[config.mk]
export PLATFORM = sky130hd
export DESIGN_NAME = usb_ep0_standard_request_handler
export DESIGN_NICKNAME = d
export VERILOG_FILES = /design/src/rtl/core/usbep0_pkg.sv /design/src/rtl/core/usb_ep0_standard_request_handler.sv /design/src/rtl/core/usbep0_dp.sv /design/src/rtl/core/usbep0_ctrl.sv
export SDC_FILE = /design/constraint.sdc
export NUM_CORES = 1
export LEC_CHECK = 0
export BUFFER_PORTS_ARGS = -buffer_cell sky130_fd_sc_hd__buf_4
export CORE_AREA = 5 5 191 285
export CTS_BUF_LIST = sky130_fd_sc_hd__clkbuf_8
export CTS_CLUSTER_SIZE = 25
export DETAILED_ROUTE_END_ITERATION = 7
export DIE_AREA = 0 0 196 290
export PLACE_DENSITY = 0.74
export SETUP_SLACK_MARGIN = 0.5
export SYNTH_ARGS = -nofsm -noshare
export SYNTH_HDL_FRONTEND = slang
export SYNTH_SLANG_ARGS = --single-unit
[constraint.sdc]
create_clock -name clk_i -period 10.35 [get_ports clk_i]
set_clock_uncertainty 0.15 [all_clocks]
set_input_delay 1.035 -clock clk_i [delete_from_list [all_inputs] [get_ports clk_i]]
set_output_delay 1.035 -clock clk_i [all_outputs]
set_load 0.02 [all_outputs]
[src/rtl/core/usbep0_pkg.sv]
// Shared types and constants for the endpoint 0 standard request handler.
// Used by usbep0_ctrl, usbep0_dp and the top level; depends on nothing else.
`default_nettype none

package usbep0_pkg;

  // Input command codes.
  localparam logic [2:0] CMD_BUS_RESET = 3'd0;
  localparam logic [2:0] CMD_SETUP     = 3'd1;
  localparam logic [2:0] CMD_IN_DONE   = 3'd2;
  localparam logic [2:0] CMD_OUT_DONE  = 3'd3;
  localparam logic [2:0] CMD_LOAD_DESC = 3'd4;

  // Standard request codes (bRequest).
  localparam logic [7:0] REQ_GET_STATUS        = 8'd0;
  localparam logic [7:0] REQ_SET_ADDRESS       = 8'd5;
  localparam logic [7:0] REQ_GET_DESC          = 8'd6;
  localparam logic [7:0] REQ_GET_CONFIGURATION = 8'd8;
  localparam logic [7:0] REQ_SET_CONFIGURATION = 8'd9;

  // bmRequestType bits that mark a class or vendor request.
  localparam logic [7:0] TYPE_MASK = 8'h60;

  // Control endpoint addresses.
  localparam logic [7:0] EP_OUT0 = 8'h00;
  localparam logic [7:0] EP_IN0  = 8'h80;

  // Action codes on the result port.
  typedef enum logic [3:0] {
    ACT_ACK         = 4'd0,
    ACT_IN          = 4'd1,
    ACT_CLR_OUT     = 4'd2,
    ACT_STALL       = 4'd3,
    ACT_SET_ADDR    = 4'd4,
    ACT_CLASS_SETUP = 4'd5,
    ACT_CLASS_IN    = 4'd6,
    ACT_CLASS_CFG   = 4'd7,
    ACT_CLASS_OUT   = 4'd8
  } act_e;

  // Kinds of result the controller asks the datapath to form.
  typedef enum logic [3:0] {
    RES_ACK,
    RES_IN_PKT,
    RES_IN_ZLP,
    RES_IN_STATUS,
    RES_IN_CFG,
    RES_CLR_OUT,
    RES_STALL_OUT,
    RES_STALL_IN,
    RES_SET_ADDR,
    RES_CLASS_SETUP,
    RES_CLASS_IN,
    RES_CLASS_CFG,
    RES_CLASS_OUT
  } res_e;

  // Controller to datapath commands.
  typedef struct packed {
    logic latch_in;
    logic save_setup;
    logic bus_reset;
    logic load_desc;
    logic set_config;
    logic scan_clr;
    logic scan_inc;
    logic xfer_load;
    logic pkt_adv;
    logic set_done;
    logic emit;
    res_e res;
    logic last;
  } dp_cmd_t;

  // Datapath to controller status.
  typedef struct packed {
    logic [2:0] cmd;
    logic       is_class;
    logic [7:0] req;
    logic       saved_std;
    logic [7:0] saved_req;
    logic       ep_is_in0;
    logic       scan_end;
    logic       scan_hit;
    logic       pkt_more;
    logic       pkt_exact;
    logic       xfer_done;
  } dp_sts_t;

endpackage

`default_nettype wire

[src/rtl/core/usb_ep0_standard_request_handler.sv]
// Top level of the USB endpoint 0 standard request handler.
// Joins usbep0_ctrl and usbep0_dp; depends on usbep0_pkg.
//
//   Channel   Handshake            Payload
//   --------  -------------------  ---------------------------------------------
//   item in   start, busy          cmd_i .. desc_base_i, taken when start && !busy
//   result    strobe_o (1 cycle)   action_o .. last_o, up to three per item
//
// An item is decoded in ST_EXEC in the cycle after it is taken; its first result
// shows in the cycle after decode and the next results follow on consecutive
// cycles. A descriptor request first scans the descriptor table one entry per
// cycle.
// Reset clears the request, transfer and configuration state and the table's
// valid bits; no clearing pass is needed. Results cannot be held off.
`default_nettype none

module usb_ep0_standard_request_handler #(
  parameter int EP0_SIZE     = 64,
  parameter int DESC_ENTRIES = 8
) (
  input  wire logic        clk_i,
  input  wire logic        rst_ni,
  input  wire logic        start,
  output logic             busy,
  input  wire logic [2:0]  cmd_i,
  input  wire logic [7:0]  request_type_i,
  input  wire logic [7:0]  request_code_i,
  input  wire logic [15:0] setup_value_i,
  input  wire logic [15:0] setup_index_i,
  input  wire logic [15:0] setup_length_i,
  input  wire logic [7:0]  endpoint_i,
  input  wire logic [6:0]  out_count_i,
  input  wire logic [2:0]  slot_i,
  input  wire logic [15:0] desc_base_i,
  output logic             strobe_o,
  output logic [3:0]       action_o,
  output logic [7:0]       ep_addr_o,
  output logic [6:0]       byte_count_o,
  output logic             from_memory_o,
  output logic [15:0]      mem_addr_o,
  output logic [7:0]       inline_byte_o,
  output logic [6:0]       device_address_o,
  output logic [15:0]      config_value_o,
  output logic             last_o
);

  usbep0_pkg::dp_cmd_t dp_cmd;
  usbep0_pkg::dp_sts_t dp_sts;

  usbep0_ctrl u_ctrl (
    .clk_i  (clk_i),
    .rst_ni (rst_ni),
    .start  (start),
    .busy   (busy),
    .sts_i  (dp_sts),
    .cmd_o  (dp_cmd)
  );

  usbep0_dp #(
    .EP0_SIZE     (EP0_SIZE),
    .DESC_ENTRIES (DESC_ENTRIES)
  ) u_dp (
    .clk_i            (clk_i),
    .rst_ni           (rst_ni),
    .cmd_i            (dp_cmd),
    .sts_o            (dp_sts),
    .cmd_in_i         (cmd_i),
    .request_type_i   (request_type_i),
    .request_code_i   (request_code_i),
    .setup_value_i    (setup_value_i),
    .setup_index_i    (setup_index_i),
    .setup_length_i   (setup_length_i),
    .endpoint_i       (endpoint_i),
    .out_count_i      (out_count_i),
    .slot_i           (slot_i),
    .desc_base_i      (desc_base_i),
    .strobe_o         (strobe_o),
    .action_o         (action_o),
    .ep_addr_o        (ep_addr_o),
    .byte_count_o     (byte_count_o),
    .from_memory_o    (from_memory_o),
    .mem_addr_o       (mem_addr_o),
    .inline_byte_o    (inline_byte_o),
    .device_address_o (device_address_o),
    .config_value_o   (config_value_o),
    .last_o           (last_o)
  );

endmodule

`default_nettype wire

[src/rtl/core/usbep0_dp.sv]
// Datapath of the endpoint 0 handler: captured item, saved setup, transfer
// state, descriptor table with its scan counter, and the result register.
// Depends on usbep0_pkg.
`default_nettype none

module usbep0_dp #(
  parameter int EP0_SIZE     = 64,
  parameter int DESC_ENTRIES = 8
) (
  input  wire logic                  clk_i,
  input  wire logic                  rst_ni,
  input  wire usbep0_pkg::dp_cmd_t   cmd_i,
  output usbep0_pkg::dp_sts_t        sts_o,
  input  wire logic [2:0]            cmd_in_i,
  input  wire logic [7:0]            request_type_i,
  input  wire logic [7:0]            request_code_i,
  input  wire logic [15:0]           setup_value_i,
  input  wire logic [15:0]           setup_index_i,
  input  wire logic [15:0]           setup_length_i,
  input  wire logic [7:0]            endpoint_i,
  input  wire logic [6:0]            out_count_i,
  input  wire logic [2:0]            slot_i,
  input  wire logic [15:0]           desc_base_i,
  output logic                       strobe_o,
  output logic [3:0]                 action_o,
  output logic [7:0]                 ep_addr_o,
  output logic [6:0]                 byte_count_o,
  output logic                       from_memory_o,
  output logic [15:0]                mem_addr_o,
  output logic [7:0]                 inline_byte_o,
  output logic [6:0]                 device_address_o,
  output logic [15:0]                config_value_o,
  output logic                       last_o
);

  localparam int IDX_W  = (DESC_ENTRIES > 1) ? $clog2(DESC_ENTRIES) : 1;
  localparam int CNT_W  = $clog2(DESC_ENTRIES + 1);
  localparam int SLOT_W = (IDX_W > 3) ? IDX_W : 3;
  localparam logic [16:0] PKT_STEP = 17'(EP0_SIZE);
  localparam logic [6:0]  PKT_MAX  = 7'(EP0_SIZE);

  typedef struct packed {
    logic [15:0] base;
    logic [15:0] len;
    logic [15:0] key_index;
    logic [15:0] key_value;
  } desc_t;

  // Captured input item.
  logic [2:0]  cmd_q;
  logic [7:0]  type_q, code_q, ep_q;
  logic [15:0] value_q, index_q, length_q, base_in_q;
  logic [6:0]  count_q;
  logic [2:0]  slot_q;

  // Request and transfer state.
  logic [7:0]  saved_type_q, saved_request_q;
  logic [15:0] saved_value_q;
  logic [15:0] xfer_base_q, xfer_length_q;
  logic [16:0] xfer_offset_q;
  logic        xfer_done_q;
  logic [15:0] cur_cfg_q;

  // Descriptor table.
  desc_t                   desc_mem [DESC_ENTRIES];
  logic [DESC_ENTRIES-1:0] desc_valid_q;
  logic [CNT_W-1:0]        scan_q;

  logic [SLOT_W-1:0] slot_ext;
  logic              slot_ok;
  logic [IDX_W-1:0]  scan_idx;
  desc_t             scan_entry;
  logic              scan_end;
  logic [16:0]       remain;
  logic [15:0]       reply_len;

  // Result register.
  logic        strobe_q, last_q, from_mem_q;
  logic [3:0]  action_q;
  logic [7:0]  ep_addr_q, inline_q;
  logic [6:0]  count_out_q, dev_addr_q;
  logic [15:0] mem_addr_q, cfg_out_q;

  usbep0_pkg::act_e res_act;
  logic [7:0]       res_ep, res_inline;
  logic [6:0]       res_count, res_dev;
  logic             res_from_mem;
  logic [15:0]      res_addr, res_cfg;

  assign slot_ext   = SLOT_W'(slot_q);
  assign slot_ok    = 32'(slot_q) < 32'(DESC_ENTRIES);
  assign scan_idx   = scan_q[IDX_W-1:0];
  assign scan_entry = desc_mem[scan_idx];
  assign scan_end   = (scan_q == CNT_W'(DESC_ENTRIES));
  assign remain     = 17'(xfer_length_q) - xfer_offset_q;
  assign reply_len  = (length_q < scan_entry.len) ? length_q : scan_entry.len;

  always_comb begin
    sts_o.cmd       = cmd_q;
    sts_o.is_class  = (type_q & usbep0_pkg::TYPE_MASK) != 8'd0;
    sts_o.req       = code_q;
    sts_o.saved_std = (saved_type_q & usbep0_pkg::TYPE_MASK) == 8'd0;
    sts_o.saved_req = saved_request_q;
    sts_o.ep_is_in0 = (ep_q == usbep0_pkg::EP_IN0);
    sts_o.scan_end  = scan_end;
    sts_o.scan_hit  = !scan_end && desc_valid_q[scan_idx] &&
                      (scan_entry.key_value == value_q) &&
                      (scan_entry.key_index == index_q);
    sts_o.pkt_more  = xfer_offset_q < 17'(xfer_length_q);
    sts_o.pkt_exact = xfer_offset_q == 17'(xfer_length_q);
    sts_o.xfer_done = xfer_done_q;
  end

  always_ff @(posedge clk_i) begin
    if (cmd_i.latch_in) begin
      cmd_q     <= cmd_in_i;
      type_q    <= request_type_i;
      code_q    <= request_code_i;
      value_q   <= setup_value_i;
      index_q   <= setup_index_i;
      length_q  <= setup_length_i;
      ep_q      <= endpoint_i;
      count_q   <= out_count_i;
      slot_q    <= slot_i;
      base_in_q <= desc_base_i;
    end
  end

  always_ff @(posedge clk_i) begin
    if (cmd_i.load_desc && slot_ok) begin
      desc_mem[slot_ext[IDX_W-1:0]] <= '{base: base_in_q, len: length_q,
                                         key_index: index_q, key_value: value_q};
    end
  end

  always_ff @(posedge clk_i or negedge rst_ni) begin
    if (!rst_ni) begin
      saved_type_q    <= '0;
      saved_request_q <= '0;
      saved_value_q   <= '0;
      xfer_base_q     <= '0;
      xfer_offset_q   <= '0;
      xfer_length_q   <= '0;
      xfer_done_q     <= 1'b0;
      cur_cfg_q       <= '0;
      desc_valid_q    <= '0;
      scan_q          <= '0;
    end else begin
      if (cmd_i.bus_reset) begin
        saved_type_q    <= '0;
        saved_request_q <= '0;
        saved_value_q   <= '0;
        xfer_base_q     <= '0;
        xfer_offset_q   <= '0;
        xfer_length_q   <= '0;
        xfer_done_q     <= 1'b0;
      end
      if (cmd_i.save_setup) begin
        saved_type_q    <= type_q;
        saved_request_q <= code_q;
        saved_value_q   <= value_q;
      end
      if (cmd_i.set_config) begin
        cur_cfg_q <= value_q;
      end
      if (cmd_i.load_desc && slot_ok) begin
        desc_valid_q[slot_ext[IDX_W-1:0]] <= 1'b1;
      end
      if (cmd_i.scan_clr) begin
        scan_q <= '0;
      end else if (cmd_i.scan_inc) begin
        scan_q <= scan_q + CNT_W'(1);
      end
      if (cmd_i.xfer_load) begin
        xfer_base_q   <= scan_entry.base;
        xfer_offset_q <= '0;
        xfer_length_q <= reply_len;
        xfer_done_q   <= 1'b0;
      end
      if (cmd_i.pkt_adv) begin
        xfer_offset_q <= xfer_offset_q + PKT_STEP;
      end
      if (cmd_i.set_done) begin
        xfer_done_q <= 1'b1;
      end
    end
  end

  // Form the fields of the requested result; unused fields stay zero.
  always_comb begin
    res_act      = usbep0_pkg::ACT_ACK;
    res_ep       = usbep0_pkg::EP_OUT0;
    res_count    = '0;
    res_from_mem = 1'b0;
    res_addr     = '0;
    res_inline   = '0;
    res_dev      = '0;
    res_cfg      = '0;
    case (cmd_i.res)
      usbep0_pkg::RES_ACK: begin
        res_act = usbep0_pkg::ACT_ACK;
      end
      usbep0_pkg::RES_IN_PKT: begin
        res_act      = usbep0_pkg::ACT_IN;
        res_ep       = usbep0_pkg::EP_IN0;
        res_count    = (remain < 17'(PKT_MAX)) ? remain[6:0] : PKT_MAX;
        res_from_mem = 1'b1;
        res_addr     = xfer_base_q + xfer_offset_q[15:0];
      end
      usbep0_pkg::RES_IN_ZLP: begin
        res_act = usbep0_pkg::ACT_IN;
        res_ep  = usbep0_pkg::EP_IN0;
      end
      usbep0_pkg::RES_IN_STATUS: begin
        res_act   = usbep0_pkg::ACT_IN;
        res_ep    = usbep0_pkg::EP_IN0;
        res_count = 7'd2;
      end
      usbep0_pkg::RES_IN_CFG: begin
        res_act    = usbep0_pkg::ACT_IN;
        res_ep     = usbep0_pkg::EP_IN0;
        res_count  = 7'd1;
        res_inline = cur_cfg_q[7:0];
      end
      usbep0_pkg::RES_CLR_OUT: begin
        res_act = usbep0_pkg::ACT_CLR_OUT;
      end
      usbep0_pkg::RES_STALL_OUT: begin
        res_act = usbep0_pkg::ACT_STALL;
      end
      usbep0_pkg::RES_STALL_IN: begin
        res_act = usbep0_pkg::ACT_STALL;
        res_ep  = usbep0_pkg::EP_IN0;
      end
      usbep0_pkg::RES_SET_ADDR: begin
        res_act = usbep0_pkg::ACT_SET_ADDR;
        res_dev = saved_value_q[6:0];
      end
      usbep0_pkg::RES_CLASS_SETUP: begin
        res_act = usbep0_pkg::ACT_CLASS_SETUP;
      end
      usbep0_pkg::RES_CLASS_IN: begin
        res_act = usbep0_pkg::ACT_CLASS_IN;
        res_ep  = ep_q;
      end
      usbep0_pkg::RES_CLASS_CFG: begin
        res_act = usbep0_pkg::ACT_CLASS_CFG;
        res_cfg = value_q;
      end
      usbep0_pkg::RES_CLASS_OUT: begin
        res_act   = usbep0_pkg::ACT_CLASS_OUT;
        res_ep    = ep_q;
        res_count = count_q;
      end
      default: begin
        res_act = usbep0_pkg::ACT_ACK;
      end
    endcase
  end

  always_ff @(posedge clk_i or negedge rst_ni) begin
    if (!rst_ni) begin
      strobe_q <= 1'b0;
    end else begin
      strobe_q <= cmd_i.emit;
    end
  end

  always_ff @(posedge clk_i) begin
    if (cmd_i.emit) begin
      action_q    <= res_act;
      ep_addr_q   <= res_ep;
      count_out_q <= res_count;
      from_mem_q  <= res_from_mem;
      mem_addr_q  <= res_addr;
      inline_q    <= res_inline;
      dev_addr_q  <= res_dev;
      cfg_out_q   <= res_cfg;
      last_q      <= cmd_i.last;
    end
  end

  assign strobe_o         = strobe_q;
  assign action_o         = action_q;
  assign ep_addr_o        = ep_addr_q;
  assign byte_count_o     = count_out_q;
  assign from_memory_o    = from_mem_q;
  assign mem_addr_o       = mem_addr_q;
  assign inline_byte_o    = inline_q;
  assign device_address_o = dev_addr_q;
  assign config_value_o   = cfg_out_q;
  assign last_o           = last_q;

endmodule

`default_nettype wire

[src/rtl/core/usbep0_ctrl.sv]
// Controller of the endpoint 0 handler: sequences command decode, the
// descriptor scan and the results of each item. Depends on usbep0_pkg.
`default_nettype none

module usbep0_ctrl (
  input  wire logic                 clk_i,
  input  wire logic                 rst_ni,
  input  wire logic                 start,
  output logic                      busy,
  input  wire usbep0_pkg::dp_sts_t  sts_i,
  output usbep0_pkg::dp_cmd_t       cmd_o
);

  typedef enum logic [2:0] {
    ST_IDLE,
    ST_EXEC,
    ST_SEARCH,
    ST_NEXT,
    ST_ZLP_CLR,
    ST_CLR_LAST,
    ST_STALL_IN_LAST
  } state_e;

  state_e state_q, state_d;

  always_comb begin
    state_d = state_q;
    cmd_o   = '0;
    cmd_o.res = usbep0_pkg::RES_ACK;
    case (state_q)
      ST_IDLE: begin
        if (start) begin
          cmd_o.latch_in = 1'b1;
          state_d        = ST_EXEC;
        end
      end
      ST_EXEC: begin
        state_d = ST_IDLE;
        case (sts_i.cmd)
          usbep0_pkg::CMD_BUS_RESET: begin
            cmd_o.bus_reset = 1'b1;
            cmd_o.emit      = 1'b1;
            cmd_o.res       = usbep0_pkg::RES_ACK;
            cmd_o.last      = 1'b1;
          end
          usbep0_pkg::CMD_SETUP: begin
            cmd_o.save_setup = 1'b1;
            if (sts_i.is_class) begin
              cmd_o.emit = 1'b1;
              cmd_o.res  = usbep0_pkg::RES_CLASS_SETUP;
              cmd_o.last = 1'b1;
            end else begin
              case (sts_i.req)
                usbep0_pkg::REQ_GET_STATUS: begin
                  cmd_o.emit = 1'b1;
                  cmd_o.res  = usbep0_pkg::RES_IN_STATUS;
                  state_d    = ST_CLR_LAST;
                end
                usbep0_pkg::REQ_SET_ADDRESS: begin
                  cmd_o.emit = 1'b1;
                  cmd_o.res  = usbep0_pkg::RES_IN_ZLP;
                  state_d    = ST_CLR_LAST;
                end
                usbep0_pkg::REQ_GET_DESC: begin
                  cmd_o.scan_clr = 1'b1;
                  state_d        = ST_SEARCH;
                end
                usbep0_pkg::REQ_GET_CONFIGURATION: begin
                  cmd_o.emit = 1'b1;
                  cmd_o.res  = usbep0_pkg::RES_IN_CFG;
                  state_d    = ST_CLR_LAST;
                end
                usbep0_pkg::REQ_SET_CONFIGURATION: begin
                  cmd_o.set_config = 1'b1;
                  cmd_o.emit       = 1'b1;
                  cmd_o.res        = usbep0_pkg::RES_CLASS_CFG;
                  state_d          = ST_ZLP_CLR;
                end
                default: begin
                  cmd_o.emit = 1'b1;
                  cmd_o.res  = usbep0_pkg::RES_STALL_OUT;
                  state_d    = ST_STALL_IN_LAST;
                end
              endcase
            end
          end
          usbep0_pkg::CMD_IN_DONE: begin
            if (sts_i.ep_is_in0 && sts_i.saved_std) begin
              if (sts_i.saved_req == usbep0_pkg::REQ_SET_ADDRESS) begin
                cmd_o.emit = 1'b1;
                cmd_o.res  = usbep0_pkg::RES_SET_ADDR;
                cmd_o.last = 1'b1;
              end else if (sts_i.saved_req == usbep0_pkg::REQ_GET_DESC) begin
                state_d = ST_NEXT;
              end
            end else begin
              cmd_o.emit = 1'b1;
              cmd_o.res  = usbep0_pkg::RES_CLASS_IN;
              cmd_o.last = 1'b1;
            end
          end
          usbep0_pkg::CMD_OUT_DONE: begin
            cmd_o.emit = 1'b1;
            cmd_o.res  = usbep0_pkg::RES_CLASS_OUT;
            cmd_o.last = 1'b1;
          end
          usbep0_pkg::CMD_LOAD_DESC: begin
            cmd_o.load_desc = 1'b1;
            cmd_o.emit      = 1'b1;
            cmd_o.res       = usbep0_pkg::RES_ACK;
            cmd_o.last      = 1'b1;
          end
          default: begin
            state_d = ST_IDLE;
          end
        endcase
      end
      ST_SEARCH: begin
        // One table entry is compared per cycle; the lowest match wins.
        if (sts_i.scan_end) begin
          cmd_o.emit = 1'b1;
          cmd_o.res  = usbep0_pkg::RES_STALL_IN;
          cmd_o.last = 1'b1;
          state_d    = ST_IDLE;
        end else if (sts_i.scan_hit) begin
          cmd_o.xfer_load = 1'b1;
          state_d         = ST_NEXT;
        end else begin
          cmd_o.scan_inc = 1'b1;
        end
      end
      ST_NEXT: begin
        state_d = ST_IDLE;
        if (sts_i.pkt_more) begin
          cmd_o.emit    = 1'b1;
          cmd_o.res     = usbep0_pkg::RES_IN_PKT;
          cmd_o.last    = 1'b1;
          cmd_o.pkt_adv = 1'b1;
        end else if (!sts_i.xfer_done) begin
          cmd_o.set_done = 1'b1;
          cmd_o.emit     = 1'b1;
          if (sts_i.pkt_exact) begin
            cmd_o.res = usbep0_pkg::RES_IN_ZLP;
            state_d   = ST_CLR_LAST;
          end else begin
            cmd_o.res  = usbep0_pkg::RES_CLR_OUT;
            cmd_o.last = 1'b1;
          end
        end
      end
      ST_ZLP_CLR: begin
        cmd_o.emit = 1'b1;
        cmd_o.res  = usbep0_pkg::RES_IN_ZLP;
        state_d    = ST_CLR_LAST;
      end
      ST_CLR_LAST: begin
        cmd_o.emit = 1'b1;
        cmd_o.res  = usbep0_pkg::RES_CLR_OUT;
        cmd_o.last = 1'b1;
        state_d    = ST_IDLE;
      end
      ST_STALL_IN_LAST: begin
        cmd_o.emit = 1'b1;
        cmd_o.res  = usbep0_pkg::RES_STALL_IN;
        cmd_o.last = 1'b1;
        state_d    = ST_IDLE;
      end
      default: begin
        state_d = ST_IDLE;
      end
    endcase
  end

  always_ff @(posedge clk_i or negedge rst_ni) begin
    if (!rst_ni) begin
      state_q <= ST_IDLE;
    end else begin
      state_q <= state_d;
    end
  end

  assign busy = (state_q != ST_IDLE);

endmodule

`default_nettype wire
# Yosys cells after proc, flatten, opt, wreduce, memory -nomap -nowiden
# Memories as Yosys holds them, arrays and structs flattened.
# Index checks and enable logic that the tools add are counted.
totals:
  ff_bits: 264
  ramBits: 512
  input_bits: 104
  output_inout_bits: 70
  memories: 1
classes:
  addsub: 4
  n_lt_le_gt_ge: 6
  n_eq_ne: 35
  muxes: 70
  bitwise: 1
  n_reduce_logical: 25
mem_list:
  columns: ["name", "words", "width", "rd", "rd_ports_with_merged_regs", "wr", "line_no", "source"]
  rows:
  - ["u_dp.desc_mem", 8, 64, 1, 0, 1, "usbep0_dp.sv:65", "desc_t desc_mem [DESC_ENTRIES];"]
ops:
  columns: ["operator", "n"]
  rows:
  - ["$mux W16", 4]
  - ["$mux W17", 3]
  - ["$eq A16 B16 Y1", 2]
  - ["$eq A8 B3 Y1 const B", 4]
  - ["$pmux W4 S8", 1]
  - ["$mux W3", 10]
  - ["$pmux W5 S6", 1]
  - ["$mux W7", 4]
  - ["$pmux W7 S4", 1]
  - ["$pmux W5 S5", 1]
  - ["$eq A4 B4 Y1 const B", 6]
  - ["$mux W6", 4]
  - ["$pmux W6 S4", 1]
  - ["$mux W1", 21]
  - ["$add A17 B7 Y17 const B", 1]
  - ["$eq A17 B16 Y1", 1]
  - ["$lt A17 B16 Y1", 1]
  - ["$lt A17 B7 Y1 const B", 1]
  - ["$sub A16 B17 Y17", 1]
  - ["$add A16 B16 Y16", 1]
  - ["$eq A4 B3 Y1 const B", 4]
  - ["$eq A8 B4 Y1 const B", 2]
  - ["$logic_not A8 Y1", 2]
  - ["$lt A16 B16 Y1", 1]
  - ["34 further kinds", 63]

# Longest topological paths before layout
# Gate-level depths: netlist of the first run.
logic_depth:
  word_depth: 10
  ltp_mapped: 17
  mapped_depth_nobuf: 11

# Hierarchy
# A second synthesis of the first run with hierarchy kept.
unflattened:
  hier_cells: 1620
  hier_area_um2: 30369.1
modules_own_cells:
  columns: ["module", "n_inst", "cells_per_inst", "area_per_inst_um2", "seq_area_each_um2"]
  rows:
  - ["usbep0_dp", 1, 1517, 29655.9, 22321.4]
  - ["usbep0_ctrl", 1, 103, 713.2, 75.1]

# Worst setup path before layout of the first run
# No wires, ideal clock.
synth_path:
  path_kind: "reg2reg"
  start: "reg u_ctrl.state_q[0]"
  end: "reg u_dp.desc_valid_q[1]"
  setup_ns: 0.092
  arrival_ns: 6.251
  required_ns: 10.108
  slack_ns: 3.857
  stages_incl_launch_ff: 8
  cell_sequence: "dfrtp_1 clkbuf_1 nand2b_1 or2_2 nor2_1 nand4b_1 nor3_1 or2_2"
synth_via:
  elab_chain_cells: 2
synth_rtl:
  columns: ["element", "line_no", "source"]
  rows:
  - ["start, declared", "usbep0_ctrl.sv:24", "state_e state_q, state_d;"]
  - ["start signal, assigned", "usbep0_ctrl.sv:178", "state_q <= state_d;"]
  - ["$eq A3 B1 Y1", "usbep0_ctrl.sv:30", "case (state_q)"]
  - ["$mux W5", "usbep0_ctrl.sv:30", null]
  - ["end signal, assigned", "usbep0_dp.sv:146", "desc_valid_q <= '0;"]
  - ["end signal, assigned by index", "usbep0_dp.sv:167", "desc_valid_q[slot_ext[IDX_W-1:0]] <= 1'b1;"]
  - ["end, declared", "usbep0_dp.sv:66", "logic [DESC_ENTRIES-1:0] desc_valid_q;"]
# No other way between the ends.
# A chain may end at the register's enable or synchronous reset.

# Worst setup path in the final report of the first run
layout_path:
  start: "reg u_dp.scan_q[2]"
  end: "reg u_dp.xfer_base_q[6]"
layout_via:
  elab_chain_cells: 9
  word_cells_on_any_way: 15
layout_rtl:
  columns: ["element", "line_no", "source"]
  rows:
  - ["start, declared", "usbep0_dp.sv:67", "logic [CNT_W-1:0] scan_q;"]
  - ["start signal, assigned", "usbep0_dp.sv:172", "scan_q <= scan_q + CNT_W'(1);"]
  - ["branches (longest 9 deep; another with $mem_v2 Z8 W64)", null, null]
  - ["end signal, assigned", "usbep0_dp.sv:175", "xfer_base_q <= scan_entry.base;"]
  - ["end, declared", "usbep0_dp.sv:59", "logic [15:0] xfer_base_q, xfer_length_q;"]
# Parallel ways; which one is timed is not known. The select of a mux whose other input is x is not followed.

==> impl_metrics.ini, run 1 <==
[synth]
synthCells = 1738
synthTopCellsByArea = edfxtp_1 66%, mux4_2 8.1%, dfrtp_1 6.9%, mux2i_1 4.2%, ha_1 1.6%
ys_ff_latch = 760
async_flop_share_pct = 11.18
synth_simple_gate_area_share_pct = 5.658
syn_area_um2 = 30670
muxShareOfSynthArea_pct = 12.58
yosys.area_share.adder_pct = 1.591
synth-xor-area-share_pct = 1.114
synth_compound_area_share_pct = 4.389
synth_seq_area_share_pct = 73.02
syn_area_per_cell_um2 = 17.65
synth_top_area_share_pct = 66.08
synth_top_family_by_area = multiplexers
synth_cell_types = 66
yosys_warnings = 0
synth_edf_count = 675
ys.flop_type = edfxtp_1
synthesis.nets = 1881
synth.largest_area_cell = edfxtp_1

[sta]
slew_violations = 0
fin_setup_tns_ns = 0
hold_violations = 0
tightest_slew_ns = 1.069
rsz0062_at_grt = false
post-route-period-util_pct = 52.49
slew_headroom_pct = 28.60
final-setup-viol-count = 0
fin_ws_ns = 4.917
period_minus_slack_ns = 5.433
max_freq_ghz = 0.1841

[setup_path]
arrival_ns = 5.90
cpPeakStageDelay_ns = 0.98
end_kind = flop
crit_path_start_kind = flop
path_max_fanout = 57
slowest_stage = dfrtp_4
r2r_slack_ns = 4.92
required_ns = 10.82
crit_type = flop to flop
critical_path.cell_chain = buf_4 > nor2b_1 > a22oi_1 > a21oi_1 > o22a_1 > nand4_1 > or4_1 > nor2_8 > mux2i_1

[pwr]
comb_power_share_pct = 20.1
power.internal_mw = 5.899
netSwitchingPower_mw = 2.333
p_seq_share_pct = 50.0
powerDensity_nw_per_um2 = 234.9
swShare_pct = 28.34
clockPowerShare_pct = 30.0
leakagePower_nw = 12.60
ir_worst_vdd_mv = 0.1996
total_power_mw = 8.232

[floorplan]
io_pins = 174
design.core.area_um2 = 51560
die_height_um = 290
start_util_pct = 59.49
dieArea_um2 = 56840
die-width_um = 196
rows = 102

[cells_and_area]
final_nets = 2107
drive_above_1_share_pct = 24.26
utilization_pct = 67.96
syn2layout_area_growth_pct = 14.23

[clock_tree]
cts_tree = built
cts_root_buf = clkbuf_8
post_cts_buffers = 0
clk_latency_ns = 0.72
clkSlewWorstSetupHoldPaths_ns = 0.07
ctsHtreeMaxLevel = 3
cts-resized-gates = 0
cts_hold_buf = 0
cts.sinks = 760
cts_buffer_depth = 3
cts_made_buffers = 107

[min_path]
hold_path_class = input pin to async pin

[run]
drv_cap = 0

[drt]
num_vias = 16210
avgRoutedWirePerCell_um = 23.00
drt_pre_antenna_iters = 5
drtIter0Drc = 1183
antenna_left = 0
wirelength_um = 62880
drc_errors = 0
avgViaCountPerCell = 5.929

[global_routing]
first_global_vias = 17130
grt_max_degree = 111
grt_overflow_total = 0
grt_use_total_pct = 22.45
grt_pass1_wl_um = 97920
antenna_found_initial = 1

[place]
io_buffer_count = 167
post-place-ws_ns = 4.909
dpl.hpwl_um = 37330
routabilityCongestion = 0.8500

[status]
status = finished, final reports clean
[critical path, delay by kind of cell (launching register included)]
family,cells,cell delay (ns)
AO/OA/AOI/OAI,3,0.62
buffers and inverters,1,0.64
flip-flops,1,0.98
multiplexers,1,0.26
AND/OR/NAND/NOR,4,2.51
[final timing paths]
path	from	end	depth (start not counted)
max in group asynchronous	rst_ni	u_dp.desc_valid_q[7]	2
worst max register to register	u_dp.scan_q[2]	u_dp.xfer_base_q[6]	9
worst min register to register	u_dp.desc_valid_q[4]	u_dp.desc_valid_q[4]	1
worst min-delay path	rst_ni	u_dp.strobe_o	1
min in group clk_i	u_dp.desc_valid_q[4]	u_dp.desc_valid_q[4]	1
worst max-delay path	u_dp.scan_q[2]	u_dp.xfer_base_q[6]	9
[routing by layer]
layer	track usage (%)	wire [um]	share of wire (%)	vias up
li1	-	-	-	7324
met1	28.22	24060	38	8323
met2	40.33	34570	55	475
met3	3.087	2943	4.7	87
met4	7.412	1311	2.1	0
met5	0	0	0	-
[final cells by class]
cell class	instances	area (um^2)
antenna	1	2.502
clock buffer	119	1638
clock inverter	83	683.2
fill	3474	16520
inverter	38	142.6
multi-input combinational	866	7874
sequential	760	22410
tap	676	845.8
timing repair buffer	191	1446
[per-stage QoR]
step / hold slack, ns / instance area (um^2) / instances
floorplan: 0.2837 / 30670 / 1738
global placement: 0.2957 / 32710 / 2531
detailed placement: 0.3056 / 32710 / 2531
CTS: 0.02106 / 35030 / 2733
global route: 0.05553 / 35040 / 2734
finish: 0.06253 / 35040 / 2734
[cells by family after synthesis]
logic type,Yosys count
and+or+nand+nor,334
AOI/OAI and AO/OA,205
muxes,247
xor gates and xnor gates,39
DFF,760
buffers and inverters,112
adders and majority gates,39
other,2
[layout by cell type (no fill, tap or decap), drive strengths merged, types with 22 or more instances in the layout]
cell type / synthesis / routed
clkbuf: 38 / 119
nand3: 22 / 22
xnor2: 35 / 35
o21ai: 44 / 44
mux2i: 129 / 129
dfrtp: 85 / 85
buf: 36 / 191
edfxtp: 675 / 675
nor2: 51 / 51
mux4: 110 / 110
a21oi: 48 / 48
inv: 37 / 61
ha: 39 / 39
and2: 50 / 50
clkinv: 1 / 45
a21o: 23 / 23
nand2: 97 / 97
[power groups by stage]
stage	combinational, mW	sequential (mW)	clock [mW]
global route	1.79	4.16	2.66
finish	1.65	4.11	2.47
detailed placement	1.68	4.18	0
global placement	1.65	4.15	0
floorplan	1.12	4.17	0
CTS	1.68	4.12	2.52
[synth_stat cells (9+ instances only)]
| library cell | count |
|---|---|
| a21o_1 | 23 |
| mux2i_1 | 129 |
| o21ai_0 | 43 |
| xnor2_1 | 35 |
| nand3_1 | 22 |
| a22oi_1 | 12 |
| edfxtp_1 | 675 |
| and2_1 | 50 |
| clkbuf_1 | 38 |
| nor4_1 | 19 |
| nor2b_1 | 9 |
| nand2_1 | 97 |
| mux4_2 | 110 |
| nor3_1 | 21 |
| o21a_1 | 10 |
| inv_1 | 36 |
| a22o_1 | 9 |
| ha_1 | 39 |
| a21oi_1 | 48 |
| a31oi_1 | 9 |
| nor2_1 | 50 |
| dfrtp_1 | 85 |
| buf_2 | 17 |
| nand2b_1 | 9 |
| or2_2 | 12 |
[flip-flops by register name, summed over array words and instances, names as in the netlist, 7 cells and up]
| register | flops |
|---|---|
| u_dp.base_in_q | 16 |
| u_dp.byte_count_o | 7 |
| u_dp.code_q | 8 |
| u_dp.config_value_o | 16 |
| u_dp.count_q | 7 |
| u_dp.cur_cfg_q | 8 |
| u_dp.desc_mem | 512 |
| u_dp.desc_valid_q | 8 |
| u_dp.device_address_o | 7 |
| u_dp.ep_addr_o | 8 |
| u_dp.ep_q | 8 |
| u_dp.index_q | 16 |
| u_dp.inline_byte_o | 8 |
| u_dp.length_q | 16 |
| u_dp.mem_addr_o | 16 |
| u_dp.saved_request_q | 8 |
| u_dp.saved_value_q | 7 |
| u_dp.value_q | 16 |
| u_dp.xfer_base_q | 16 |
| u_dp.xfer_length_q | 16 |
| u_dp.xfer_offset_q | 11 |
(Power assumes the default switching activity.)
==> run 2, diff against run 1 <==
--- a/config.mk
+++ b/config.mk
@@ -6,12 +6,12 @@
 export NUM_CORES = 1
 export LEC_CHECK = 0
 export BUFFER_PORTS_ARGS = -buffer_cell sky130_fd_sc_hd__buf_4
-export CORE_AREA = 5 5 191 285
+export CORE_AREA = 5 5 196 293
 export CTS_BUF_LIST = sky130_fd_sc_hd__clkbuf_8
 export CTS_CLUSTER_SIZE = 25
 export DETAILED_ROUTE_END_ITERATION = 7
-export DIE_AREA = 0 0 196 290
-export PLACE_DENSITY = 0.74
+export DIE_AREA = 0 0 201 298
+export PLACE_DENSITY = 0.73
 export SETUP_SLACK_MARGIN = 0.5
 export SYNTH_ARGS = -nofsm -noshare
 export SYNTH_HDL_FRONTEND = slang
==> constraint.sdc (replaced) <==
create_clock -name clk_i -period 4.8 [get_ports clk_i]
set_clock_uncertainty 0.15 [all_clocks]
set_input_delay 0.48 -clock clk_i [delete_from_list [all_inputs] [get_ports clk_i]]
set_output_delay 0.48 -clock clk_i [all_outputs]
set_load 0.02 [all_outputs]
==> impl_metrics.ini, run 2 (synthesis results as in run 1) <==
[status]
status = finished, final reports clean

[clock_tree]
cts_tree = built
clkSlewWorstSetupHoldPaths_ns = 0.07
cts.sinks = 760
clk_latency_ns = 0.72
cts_made_buffers = 108
cts_root_buf = clkbuf_8
ctsHtreeMaxLevel = 3
cts_buffer_depth = 3

[run]
drv_cap = 0

[setup_path]
r2r_slack_ns = 0.81
end_kind = flop
reg2reg_from = u_dp.scan_q[2]
reg2regPathDepth = 9
required_ns = 5.27
arrival_ns = 4.46
crit_path_start_kind = flop
crit_type = flop to flop
path_max_fanout = 26
r2r-end = u_dp.xfer_base_q[13]

[place]
dpl_cell_area_um2 = 33190
post-place-ws_ns = 0.4599
io_buffer_count = 167
dpl.hpwl_um = 41050
routabilityCongestion = 0.9090

[cells_and_area]
final_cell_mix = 675 x edfxtp_1, 203 x buf_4, 129 x mux2i_1, 118 x clkbuf_8, 110 x mux4_2
final_common_cell = edfxtp_1
design_area_um2 = 36480
utilization_pct = 66.91
final_nets = 2238
largest_register_ffs = 512
syn2layout_area_growth_pct = 18.94
drive_above_1_share_pct = 24.38

[global_routing]
grt_max_degree = 66
grt_pass1_wl_um = 103000
grt_overflow_total = 0
antenna_found_initial = 1
first_global_vias = 18010
grt_use_total_pct = 22.25

[drt]
wirelength_um = 66110
avgViaCountPerCell = 5.779
antenna_left = 0
avgRoutedWirePerCell_um = 22.93
drt_pre_antenna_iters = 5
drtIter0Drc = 918
num_vias = 16660
drc_errors = 0

[sta]
fin_ws_ns = 0.8088
slew_headroom_pct = 30.74
hold_violations = 0
slew_violations = 0
period_minus_slack_ns = 3.991
post-route-period-util_pct = 83.15
tightest_slew_ns = 1.036
max_freq_ghz = 0.2506
fin_setup_tns_ns = 0
rsz0062_at_grt = false
final-setup-viol-count = 0

[min_path]
hold_path_class = input pin to async pin

[pwr]
leakagePower_nw = 13.25
powerDensity_nw_per_um2 = 489.9
ir_worst_vdd_mv = 0.3662
total_power_mw = 17.87

[floorplan]
start_util_pct = 56.26
design.core.area_um2 = 54520
dieArea_um2 = 59900
io_pins = 174
die_height_um = 298
die-width_um = 201
rows = 105
==> run 2: changes by cell type in the layout (fill, tap and decap cells not counted), moves of 3 or more <==
cell / previous run / this run
buf_12: 1 / 21
clkinv_1: 26 / 18
buf_4: 190 / 203
dlygate4sd3_1: 0 / 96
bufinv_16: 11 / 8
clkinv_2: 16 / 19
inv_1: 57 / 67
==> run 2: worst max path at each step <==
stage / from / to / depth (start not counted)
after floorplan: u_ctrl.state_q[0] / u_dp.desc_mem[6][0] / 6
after global placement: u_dp.scan_q[0] / u_dp.xfer_base_q[9] / 11
after detailed placement: u_dp.scan_q[0] / u_dp.xfer_base_q[13] / 10
after CTS: u_dp.scan_q[2] / u_dp.xfer_base_q[13] / 9
after global routing: u_dp.scan_q[2] / u_dp.xfer_base_q[13] / 9
final: u_dp.scan_q[2] / u_dp.xfer_base_q[13] / 9
==> run 2: timing repair <==
item                                   4_1_cts  5_1_grt
setup endpoints to repair                    6       39
setup buffers                                1        4
hold buffers                                96        0
endpoints found under the hold margin      139        0
gates resized for setup                      0        5
==> run 2: report_power, final <==
group	total [mW]	switching [mW]	leakage, nW	internal, mW
combinational	4.02	2.17	4.68	1.85
sequential	8.74	0.553	7.31	8.19
clock	5.11	2.39	1.26	2.72
==> run 2: critical path, cell delays in order (launching register included) <==
cell and delay, ns:
dfrtp_4 0.68, nor2b_1 0.81, a22oi_1 0.26, a21oi_1 0.24, o22a_1 0.15, nand4_1 0.27, or4_4 0.62, nor2_8 0.27
buf_12 0.21, mux2i_1 0.21
==> run 2: per-layer routing <==
layer	up-vias	track usage, %	wire [um]
li1	7570	-	-
met1	8471	27.19	25610
met2	498	40.06	35630
met3	123	3.666	2971
met4	0	8.134	1892
met5	-	0	0
==> run 2: layout make-up <==
type	instances	area, um^2
clock buffers	118	1624
inverters	38	142.6
clock inverters	83	598.1
fillers	3561	18040
well taps	695	869.6
repair buffers	321	2933
multi-input cells	866	7905
diodes	2	5.005
flip-flops and latches	760	22410
==> run 2: per-stage QoR <==
stage / instances / hold slack, ns
finish: 2883 / 0.1682
global route: 2882 / 0.1565
CTS: 2877 / 0.1071
detailed placement: 2579 / 0.3040
global placement: 2579 / 0.2967
floorplan: 1738 / 0.03441
==> run 3, diff against run 2 <==
--- a/config.mk
+++ b/config.mk
@@ -6,12 +6,12 @@
 export NUM_CORES = 1
 export LEC_CHECK = 0
 export BUFFER_PORTS_ARGS = -buffer_cell sky130_fd_sc_hd__buf_4
-export CORE_AREA = 5 5 196 293
+export CORE_AREA = 5 5 191 285
 export CTS_BUF_LIST = sky130_fd_sc_hd__clkbuf_8
 export CTS_CLUSTER_SIZE = 25
 export DETAILED_ROUTE_END_ITERATION = 7
-export DIE_AREA = 0 0 201 298
-export PLACE_DENSITY = 0.73
+export DIE_AREA = 0 0 196 290
+export PLACE_DENSITY = 0.74
 export SETUP_SLACK_MARGIN = 0.5
 export SYNTH_ARGS = -nofsm -noshare
 export SYNTH_HDL_FRONTEND = slang
==> constraint.sdc (replaced) <==
create_clock -name clk_i -period 4 [get_ports clk_i]
set_clock_uncertainty 0.15 [all_clocks]
set_input_delay 0.4 -clock clk_i [delete_from_list [all_inputs] [get_ports clk_i]]
set_output_delay 0.4 -clock clk_i [all_outputs]
set_load 0.02 [all_outputs]
==> impl_metrics.ini, run 3 (synthesis results as in run 1) <==
[cells_and_area]
fill_cells = 3192
drive_above_1_share_pct = 27.04
final_cell_mix = 675 x edfxtp_1, 217 x buf_4, 119 x clkbuf_8, 116 x mux2i_1, 110 x mux4_2
final_nets = 2276
design_area_um2 = 37270
largest_register_ffs = 512
syn2layout_area_growth_pct = 21.52
final_common_cell = edfxtp_1
seq_area_um2 = 22410
multi_input_area_um2 = 8224

[sta]
fin_setup_tns_ns = 0
rsz0062_at_grt = true
slew_headroom_pct = 28.91
max_freq_ghz = 0.2735
tightest_slew_ns = 1.064
post-route-period-util_pct = 91.40
period_minus_slack_ns = 3.656
final-setup-viol-count = 0
worst_hold_slack_ns = 0.05915
hold_violations = 0
fin_ws_ns = 0.3441
slew_violations = 0

[global_routing]
grt_max_degree = 66
grt_use_met3_pct = 3.296
grt_overflow_total = 0
grt_pass1_wl_um = 103600
met2_usage_pct = 41.50
grt-busiest-layer = met2
met1_usage_pct = 30.67
antenna_found_initial = 1
grt_use_total_pct = 23.67
first_global_vias = 18060

[clock_tree]
cts_made_buffers = 108
ctsHtreeMaxLevel = 3
cts_root_buf = clkbuf_8
clkSlewWorstSetupHoldPaths_ns = 0.07
cts.sinks = 760
clk_latency_ns = 0.71
cts_buffer_depth = 3
cts_tree = built

[place]
routabilityCongestion = 0.8905
io_buffer_count = 167
dpl_cell_area_um2 = 33330
post-place-ws_ns = 0.008205
dpl.hpwl_um = 38890

[drt]
drc_errors = 0
wirelength_um = 67430
drt_pre_antenna_iters = 6
drtIter0Drc = 1210
avgRoutedWirePerCell_um = 23.23
avgViaCountPerCell = 5.897
antenna_left = 0
num_vias = 17120

[pwr]
swShare_pct = 29.00
clockPowerShare_pct = 27.3
netSwitchingPower_mw = 6.379
p_seq_share_pct = 47.7
ir_worst_vdd_mv = 0.5927
powerDensity_nw_per_um2 = 590.2
total_power_mw = 22.00
power.internal_mw = 15.62
leakagePower_nw = 13.54
comb_power_share_pct = 25.1

[floorplan]
die_height_um = 290
rows = 102
die-width_um = 196
design.core.area_um2 = 51560
start_util_pct = 59.49
dieArea_um2 = 56840
io_pins = 174

[setup_path]
cp.depth = 13
crit_path_start_kind = flop
critPathBufInv = 2
cp_top_family = compound AO/OA/AOI/OAI gates
reg2regPathDepth = 13
required_ns = 4.45
end_kind = flop
critical_path.cell_chain = buf_12 > buf_16 > mux4_2 > mux2i_4 > ha_4 > a21oi_1 > nor2b_1 > o21ai_2 > o211ai_1 > a221oi_4 > o21ai_4 > mux2i_2 > a21o_1
arrival_ns = 4.11
cpPeakStageDelay_ns = 0.54
slowest_stage = mux4_2
crit_type = flop to flop
path_max_fanout = 8

[run]
drv_cap = 0

[status]
status = finished, final reports clean

[min_path]
hold_path_class = input pin to async pin
[run 3: changes by cell type in the layout (fill, tap and decap cells not counted), moves of 7 or more]
cell / delta
mux2i_1: -13
buf_4: +14
mux2i_2: +8
clkinv_1: +12
buf_16: +7
[run 3: worst paths after layout]
path | slack, ns | end | start
max in group asynchronous | 2.81 | u_dp.xfer_base_q[14] | rst_ni
worst max-delay path | 0.34 | u_dp.xfer_length_q[2] | u_dp.scan_q[0]
worst max register to register | 0.34 | u_dp.xfer_length_q[2] | u_dp.scan_q[0]
min in group clk_i | 0.16 | u_dp.count_q[0] | start
worst min register to register | 0.32 | u_dp.desc_valid_q[3] | u_dp.desc_valid_q[3]
worst min-delay path | 0.06 | u_dp.saved_value_q[2] | rst_ni
[run 3: cell type report]
cell class	instances	area share, %
antenna	1	0.006714
clock buffer	119	4.394
clock inverter	84	1.393
inverter	38	0.3827
multi-input combinational	868	22.06
sequential	760	60.11
tap	676	2.269
timing repair buffer	357	9.379
[run 3: what timing repair did]
item / CTS / global route
resized for setup: 36 / 35
pin swaps: 16 / 12
cloned: 7 / 3
setup buffers: 19 / 9
hold buffers: 96 / 0
endpoints found under the setup margin: 78 / 159
endpoints found under the hold margin: 149 / 0
[run 3: worst register-to-register path, delay by kind of cell, from the launching register on]
| kind | cells | cell delay, ns |
|---|---|---|
| flip-flops | 1 | 0.45 |
| multiplexers | 3 | 0.98 |
| AO/OA/AOI/OAI | 6 | 1.36 |
| buffers and inverters | 2 | 0.30 |
| adder cells (fa/ha/maj) | 1 | 0.24 |
| AND/OR/NAND/NOR | 1 | 0.08 |
[run 3: metrics by stage]
step / cells / util [%]
floorplan: 1738 / -
global placement: 2565 / 64.64
detailed placement: 2565 / 64.64
CTS: 2890 / 71.70
global route: 2903 / 72.29
finish: 2903 / 72.29
[run 3: routing by layer]
metal	vias to the layer above	part of all wire (%)
met5	-	0
met1	8733	39
met4	0	2.6
li1	7662	-
met3	114	5.8
met2	609	53
[run 3: power by group through the flow]
stage                     sequential (mW)  combinational (mW)  clock [mW]
after floorplan                      10.7                3.04           0
after global placement               10.6                4.68           0
after detailed placement             10.6                4.75           0
after CTS                            10.5                5.35        6.13
after global routing                 10.6                5.90        6.52
final                                10.5                5.52        5.99
